**config.mk**
```make
export PLATFORM = sky130hd
export DESIGN_NAME = tmps_ctrl
export DESIGN_NICKNAME = d
export VERILOG_FILES = /design/src/rtl/tmps_pkg.sv /design/src/rtl/tmps_ctrl.sv
export SDC_FILE = /design/constraint.sdc
export NUM_CORES = 1
export LEC_CHECK = 0
export CAP_MARGIN = 20
export CORE_MARGIN = 5
export CORE_UTILIZATION = 25
export DETAILED_ROUTE_END_ITERATION = 16
export DONT_BUFFER_PORTS = 1
export PLACE_DENSITY = 0.47
export SLEW_MARGIN = 30
export SYNTH_ARGS = -nofsm -noshare
export SYNTH_HDL_FRONTEND = slang
export SYNTH_SLANG_ARGS = --single-unit
```
**constraint.sdc**
```tcl
create_clock -name clk -period 3.1 [get_ports clk]
set_clock_uncertainty 0.2 [all_clocks]
set_input_delay 0.465 -clock clk [delete_from_list [all_inputs] [get_ports clk]]
set_output_delay 0.465 -clock clk [all_outputs]
set_load 0.02 [all_outputs]
```
**src/rtl/tmps_pkg.sv**
```systemverilog
// Shared types and constants for the number-triangle max path sum block.
// No dependencies; imported by the controller, datapath and top level.
package tmps_pkg;

  // Width of the row_count register field and of the reported path total
  localparam int CFG_W   = 7;
  localparam int TOTAL_W = 22;

  // Register index decoded from paddr[2]
  localparam logic REG_ROW_COUNT = 1'b0;

  // Commands from the controller to the datapath, at most one high per cycle
  typedef struct packed {
    logic load;      // store the accepted element
    logic init_rd;   // read bottom-row element j
    logic init_wr;   // copy it into best sum j
    logic row_rd;    // read best sum 1 at the start of a row
    logic row_prev;  // capture best sum 1 as the running left value
    logic cell_rd;   // read element (i,j) and best sum j+1
    logic cell_wr;   // pick, add, write best sum j and choice (i,j)
    logic path_rd;   // read element and choice on the path at row i
    logic path_out;  // present one path result, step to the next row
  } cmd_t;

  // Status from the datapath counters back to the controller
  typedef struct packed {
    logic load_last;  // element being loaded is the last of the triangle
    logic init_end;   // bottom-row copy reached the last column
    logic init_solo;  // triangle has a single row
    logic j_end;      // column counter reached the end of row i
    logic i_one;      // current row is the apex row
    logic path_end;   // path walk is at the bottom row
  } sts_t;

endpackage

```
**src/rtl/tmps_ctrl.sv**
```systemverilog
// Sequencer for load, bottom-up sweep and path walk of the triangle block.
// Depends on tmps_pkg for the command and status structs.
module tmps_ctrl import tmps_pkg::*; (
  input  logic clk,
  input  logic rst,
  input  logic start,
  input  sts_t sts,
  output cmd_t cmd,
  output logic busy
);

  typedef enum logic [3:0] {
    ST_IDLE,
    ST_INIT_RD,
    ST_INIT_WR,
    ST_ROW_RD,
    ST_ROW_PREV,
    ST_CELL_RD,
    ST_CELL_WR,
    ST_PATH_RD,
    ST_PATH_OUT
  } state_t;

  state_t state;
  state_t state_next;

  // Next state
  always_comb begin
    state_next = state;
    case (state)
      ST_IDLE: begin
        if (start && sts.load_last) begin
          state_next = ST_INIT_RD;
        end
      end
      ST_INIT_RD:  state_next = ST_INIT_WR;
      ST_INIT_WR: begin
        if (!sts.init_end) begin
          state_next = ST_INIT_RD;
        end else if (sts.init_solo) begin
          state_next = ST_PATH_RD;
        end else begin
          state_next = ST_ROW_RD;
        end
      end
      ST_ROW_RD:   state_next = ST_ROW_PREV;
      ST_ROW_PREV: state_next = ST_CELL_RD;
      ST_CELL_RD:  state_next = ST_CELL_WR;
      ST_CELL_WR: begin
        if (!sts.j_end) begin
          state_next = ST_CELL_RD;
        end else if (sts.i_one) begin
          state_next = ST_PATH_RD;
        end else begin
          state_next = ST_ROW_RD;
        end
      end
      ST_PATH_RD:  state_next = ST_PATH_OUT;
      ST_PATH_OUT: state_next = sts.path_end ? ST_IDLE : ST_PATH_RD;
      default:     state_next = ST_IDLE;
    endcase
  end

  // Command decode
  always_comb begin
    cmd          = '0;
    cmd.load     = (state == ST_IDLE) && start;
    cmd.init_rd  = (state == ST_INIT_RD);
    cmd.init_wr  = (state == ST_INIT_WR);
    cmd.row_rd   = (state == ST_ROW_RD);
    cmd.row_prev = (state == ST_ROW_PREV);
    cmd.cell_rd  = (state == ST_CELL_RD);
    cmd.cell_wr  = (state == ST_CELL_WR);
    cmd.path_rd  = (state == ST_PATH_RD);
    cmd.path_out = (state == ST_PATH_OUT);
  end

  // State and busy flag
  always_ff @(posedge clk) begin
    if (rst) begin
      state <= ST_IDLE;
      busy  <= 1'b0;
    end else begin
      state <= state_next;
      busy  <= (state_next != ST_IDLE);
    end
  end

endmodule

```
# After elaboration in Yosys (flattened, before gate mapping)
# Cells that the tools add are included.
# totals
inputBits	9
register_bits	5
# classes
eq_ne	8
n_reduce_logical	4
mux	7
# ops
operator	n
$pmux 4 s9	1
$eq 4x3->1 const B	4
$mux 3	5
$eq 4x2->1 const B	2
$eq 4x1->1 const B	1
$eq 4x4->1 const B	1
$logic_not 4->1	1
$mux 4	1
$reduce_bool 4->1	1
$logic_and 1x1->1	2

# Longest topological paths before layout
# Gate-level depths: netlist of run 1.
# depth
word_depth	4
ltp_mapped	5
ltp_nobuf	4

# Worst setup path after synthesis of run 1
# Ideal clock, no wire load.
# synth_timing
path_type	reg2out
start	register state[0]
end	output port cmd[0] in the netlist's numbering
path_stages_with_launch	3
path_buffers	1
slack_ps	1180
required_time_ps	2435
arrival_ps	1255
cell_sequence	dfxtp_1 > buf_6 > nor4b_1
# synth_rtl
item	line	text
from (decl)	tmps_ctrl.sv:24	state_t state;
from (signal assigned)	tmps_ctrl.sv:84	state <= state_next;
to (decl)	tmps_ctrl.sv:8	output cmd_t cmd,

==> results.json, run 1 <==
{
  "ir_drop_mv": 0.1541,
  "synthCells": 44,
  "critical-path-top-delay-family": "simple AND/OR/NAND/NOR gates",
  "critPathLaunchType": "register",
  "rsz0062_at_grt": "no",
  "r2r_start": "state[1]$_SDFF_PP0_",
  "wire_per_inst_um": 14.33,
  "h-tree-depth": 1,
  "synth.distinct_cells": 23,
  "antenna_found_initial": 0,
  "pwr_density_cell_nw_per_um2": 467.1,
  "first_iter_violations": 3,
  "groute.usage.overall": 0.08947,
  "period_needed_ps": 2393,
  "synth_seq_cells": 5,
  "cpMaxStageDelayCell": "dfxtp_1",
  "clock.fmax_mhz": 417.9,
  "netlist_area_um2": 362.8,
  "yosys_warnings": 0,
  "fp.dieH_um": 48.10,
  "report.final.slew_viol_count": 0,
  "switchingPower_w": 0.00005147,
  "critPathRequiredTime_ps": 2430,
  "p_int_w": 0.0001280,
  "drive_above_1_share": 0.1778,
  "syn_area_per_cell_um2": 8.247,
  "die_w_um": 48.10,
  "clkPwrFrac": 0.408,
  "dpl.hpwl_um": 645.5,
  "dr.pass1.iters": 3,
  "core-area_um2": 1334,
  "layout_common_cells": "nor2_1 (6), dfxtp_1 (5), nor3_1 (4), a21oi_1 (4)",
  "switching_share": 0.2869,
  "yosysTopAreaCellShare": 0.2759,
  "slowest_delay_ps": 600,
  "drt_wl_total_um": 860,
  "fp.dieArea_um2": 2313,
  "grt.overflow.total": 0,
  "cts_tree": "built",
  "clock_latency_ps": 240,
  "max_cap_viol_count": 0,
  "fin_setup_tns_ps": 0,
  "cp.depth": 2,
  "holdWs_ps": 83.97,
  "layout_commonest_cell": "nor2_1",
  "critPathCaptureType": "primary output",
  "instances_no_fill": 60,
  "worstSetupEndpoint": "cmd[2]",
  "synth.yosys.seq_area_share": 0.2759,
  "crit_type": "register to primary output",
  "dp_cells": 56,
  "max-slew-margin-rel": 0.5463,
  "worst-path-buf-inv": 0,
  "grt_pass1_vias": 320,
  "yosysTopAreaCell": "dfxtp_1",
  "final_util": 0.2880,
  "start_util": 0.2720,
  "leakage_nw": 0.1336,
  "synthTopCellsByArea": "dfxtp_1 (28%), nor4b_4 (6.6%), nor2_1 (6.2%)",
  "p_seq_frac": 0.449,
  "final_net_count": 55,
  "crit_start": "state[2]$_SDFF_PP0_",
  "rows": 13,
  "hold_buffers": 0,
  "gp_congestion": 0.6897,
  "post_cts_buffers": 0,
  "r2r_slack_ps": 1370,
  "fin_crit_sh": 0.7719,
  "path_max_fanout": 12,
  "syn-num-nets": 53,
  "reg2reg_to": "busy$_SDFF_PP0_",
  "share_comb_of_total_power": 0.143,
  "io_buffers": 0,
  "clock_path_buffers": 2,
  "routed_via_density": 5.300,
  "antennaDiodeCount": 0,
  "num_vias": 318,
  "cts_buffers": 3,
  "design.portCount": 19,
  "rr_worst_depth": 3,
  "grt_max_degree": 14,
  "drt.antenna.violating_nets": 0,
  "grt_pass1_wl_mm": 1.373,
  "cts_sinks": 5,
  "hold_path.class": "primary input to register",
  "drc": 0,
  "cp.arrival_ps": 1730,
  "worst_pin_slew_ps": 675.3,
  "clockRootBuffer": "clkbuf_4",
  "clk_pin_slew_ps": 40,
  "hold_viol": 0,
  "finalSetupViolations": 0,
  "outcome": "complete, no violations",
  "cts_resized": 0,
  "area_growth_syn_to_layout_pct": 5.862,
  "path_cells": "or2b_1, nor3b_1"
}
kinds of logic (layout without fill, tap and decap cells):
logic type,after synthesis,count (layout),synth area share
AOI/OAI and AO/OA,10,10,0.2104
DFF,5,5,0.2759
buffers and inverters,6,7,0.1069
and+or+nand+nor,23,23,0.4069
layer usage:
| layer | wire length (um) | global-route usage | up-vias |
|---|---|---|---|
| li1 | - | - | 159 |
| met1 | 384 | 0.1101 | 147 |
| met2 | 366 | 0.1187 | 10 |
| met3 | 99 | 0.03321 | 2 |
| met4 | 9 | 0.08065 | 0 |
| met5 | 0 | 0 | - |
cells in the mapped netlist, drive strengths merged:
cell type,number
nor2,6
dfxtp,5
a21oi,4
buf,4
nor3,4
nand2,3
nand2b,3
a211oi,2
inv,2
nor4b,2
a31oi,1
a41oi,1
nand4b,1
nor3b,1
nor4,1
o21ai,1
o32ai,1
or2,1
or2b,1
cell type report:
type	count	area (um2)
multi-input cells	33	224.0
repair buffers	1	7.507
well taps	15	18.77
inverters	2	7.507
flip-flops and latches	5	100.1
fillers	157	949.7
clock buffers	4	26.28
worst min path at each step:
stage | startpoint | endpoint | slack, ps | cells past startpoint
global route | rst | busy$_SDFF_PP0_ | 70 | 1
CTS | rst | busy$_SDFF_PP0_ | 70 | 1
global placement | rst | busy$_SDFF_PP0_ | 330 | 1
detailed placement | rst | busy$_SDFF_PP0_ | 330 | 1
floorplan | rst | busy$_SDFF_PP0_ | 330 | 1
finish | rst | busy$_SDFF_PP0_ | 80 | 1
metrics by stage:
stage,cell area (um2),worst slack [ps],total power (W)
6_report,384.1,707.1,0.0001794
5_1_grt,384.1,650.3,0.0001905
4_1_cts,384.1,694.1,0.0001843
3_5_place_dp,357.8,962.2,0.0001074
3_3_place_gp,357.8,980.1,0.0001079
2_1_floorplan,362.8,1180,0.0001059
power by group through the flow:
| stage | Combinational, W | Clock (W) | Sequential, W |
|---|---|---|---|
| 2_1_floorplan | 0.0000310 | 0 | 0.0000749 |
| 3_3_place_gp | 0.0000265 | 0 | 0.0000814 |
| 3_5_place_dp | 0.0000262 | 0 | 0.0000813 |
| 4_1_cts | 0.0000264 | 0.0000777 | 0.0000803 |
| 5_1_grt | 0.0000287 | 0.0000801 | 0.0000816 |
| 6_report | 0.0000257 | 0.0000732 | 0.0000805 |
registers in the layout, indices dropped and copies added (netlist names):
register,count
state,4
busy,1
worst reg2reg max path: cells and delay by family (launching register included):
family / cells / cell delay, ps
flip-flops: 1 / 580
AND/OR/NAND/NOR: 1 / 510
AO/OA/AOI/OAI: 2 / 380
Power figures use the tool's default switching activity.
==> inputs of run 2 (changes only) <==
==> constraint.sdc (replaced) <==
create_clock -name clk -period 2.3 [get_ports clk]
set_clock_uncertainty 0.2 [all_clocks]
set_input_delay 0.345 -clock clk [delete_from_list [all_inputs] [get_ports clk]]
set_output_delay 0.345 -clock clk [all_outputs]
set_load 0.02 [all_outputs]
==> run 2 against run 1 <==
Cell count rose by 12%. Register-to-register slack got worse by 800 ps. Non-clock buffer count increased by 7. Global-route usage up 0.92 points. First-iteration DRC count down 33%. Utilization increased by 4.1 points. Combinational power up 84%. Die area stayed put. Largest power group unchanged. Sequential power grew 32%.
==> results.json, run 2 (synthesized netlist as in run 1, its figures left out) <==
{
  "worst_pin_slew_ps": 477.5,
  "drt.antenna.violating_nets": 0,
  "pwr_density_cell_nw_per_um2": 576.6,
  "largest_register": "state",
  "reg2reg_to": "busy$_SDFF_PP0_",
  "path_cells": "or2b_1, or2_1, inv_1",
  "outcome": "complete, no violations",
  "cpMaxStageDelayCell": "dfxtp_1",
  "finalSetupViolations": 0,
  "max-slew-margin-rel": 0.6803,
  "wire_per_inst_um": 13.27,
  "cts_buffers": 3,
  "fp.dieH_um": 48.10,
  "layout_common_cells": "buf_4 (7), nor2_1 (6), dfxtp_1 (5), nor3_1 (4), a21oi_1 (4)",
  "drt_wl_total_um": 889,
  "area_growth_syn_to_layout_pct": 21.03,
  "start_util": 0.2720,
  "fp.dieArea_um2": 2313,
  "report.final.slew_viol_count": 0,
  "groute.usage.overall": 0.09864,
  "clock.fmax_mhz": 511.7,
  "hold_path.class": "primary input to register",
  "critPathLaunchType": "register",
  "antenna_found_initial": 0,
  "grt_max_degree": 14,
  "critPathRequiredTime_ps": 1750,
  "final_net_count": 62,
  "fin_setup_tns_ps": 0,
  "grt.overflow.total": 0,
  "cts_tree": "built",
  "critical-path-top-delay-family": "simple AND/OR/NAND/NOR gates",
  "layout_commonest_cell": "buf_4",
  "io_buffers": 0,
  "gp_congestion": 0.6735,
  "slowest_delay_ps": 410,
  "r2r_slack_ps": 570,
  "hp-start": "sts[4]",
  "rsz0062_at_grt": "no",
  "clk_pin_slew_ps": 40,
  "die_w_um": 48.10,
  "cp.depth": 3,
  "leakage_nw": 0.1697,
  "critPathCaptureType": "primary output",
  "clock_path_buffers": 2,
  "fin_crit_sh": 0.8496,
  "period_needed_ps": 1954,
  "drive_above_1_share": 0.2692,
  "core-area_um2": 1334,
  "cp.arrival_ps": 1410,
  "r2r_start": "state[1]$_SDFF_PP0_",
  "cts_resized": 0,
  "first_iter_violations": 2,
  "rr_worst_depth": 3,
  "clockRootBuffer": "clkbuf_4",
  "min_to": "state[1]$_SDFF_PP0_",
  "hold_viol": 0,
  "clock_latency_ps": 240,
  "grt_pass1_vias": 357,
  "crit_type": "register to primary output",
  "worst-path-buf-inv": 1,
  "num_vias": 364,
  "largestRegisters": "state (4), busy (1)",
  "antennaDiodeCount": 0,
  "post_cts_buffers": 0,
  "max_cap_viol_count": 0,
  "dpl.hpwl_um": 674.8,
  "min_path_cells": 2,
  "cts_sinks": 5,
  "dpl_worst_slack_ps": 574.3,
  "ir_drop_mv": 0.4116,
  "drc": 0,
  "grt_pass1_wl_mm": 1.538,
  "h-tree-depth": 1,
  "rows": 13,
  "path_max_fanout": 10,
  "fin_ws_ps": 345.8,
  "dr.pass1.iters": 4,
  "largest_register_ffs": 4,
  "routed_via_density": 5.433,
  "design.portCount": 19
}
run 2: cell count changes in the layout (fill, tap and decap cells not counted):
| cell | change |
|---|---|
| buf_4 | +6 |
| dlygate4sd3_1 | +1 |
run 2: cell type report:
| type | count | area [um2] |
|---|---|---|
| Fill cell | 155 | 894.6 |
| Multi-Input combinational cell | 33 | 224.0 |
| Sequential cell | 5 | 100.1 |
| Timing Repair Buffer | 8 | 62.56 |
| Clock buffer | 4 | 26.28 |
| Tap cell | 15 | 18.77 |
| Inverter | 2 | 7.507 |
run 2: how the worst max path moves through the flow:
stage / startpoint / end
global route: state[0]$_SDFF_PP0_ / cmd[1]
CTS: state[3]$_SDFF_PP0_ / cmd[1]
finish: state[3]$_SDFF_PP0_ / cmd[1]
global placement: state[1]$_SDFF_PP0_ / busy$_SDFF_PP0_
floorplan: state[0]$_SDFF_PP0_ / cmd[0]
detailed placement: state[1]$_SDFF_PP0_ / busy$_SDFF_PP0_
run 2: what timing repair did:
action                                  4_1_cts  5_1_grt
endpoints found under the hold margin         5        0
hold buffers                                  1        0
endpoints found under the setup margin        0        0
run 2: metrics by stage:
stage	hold slack (ps)	instances	utilization	total power, W	instance area, um2
2_1_floorplan	208.3	44	-	0.0001427	362.8
3_3_place_gp	214.4	62	0.3021	0.0001534	402.9
3_5_place_dp	217.3	62	0.3021	0.0001524	402.9
4_1_cts	82.25	67	0.3293	0.0002583	439.2
5_1_grt	96.44	67	0.3293	0.0002723	439.2
6_report	86.09	67	0.3293	0.0002532	439.2
run 2: power by group:
group / internal [W] / total [W] / switching [W]
Sequential: 0.0000928 / 0.000106 / 0.0000131
Clock: 0.0000655 / 0.0000999 / 0.0000344
Combinational: 0.0000216 / 0.0000474 / 0.0000258
Total: 0.000180 / 0.000253 / 0.0000734
run 2: layer usage:
| layer | wire length (um) | part of all wire | GRT usage | vias up |
|---|---|---|---|---|
| met2 | 390 | 0.44 | 0.1398 | 20 |
| li1 | - | - | - | 176 |
| met4 | 0 | 0 | 0.03226 | 0 |
| met3 | 110 | 0.12 | 0.05904 | 0 |
| met5 | 0 | 0 | 0 | - |
| met1 | 388 | 0.44 | 0.1239 | 168 |
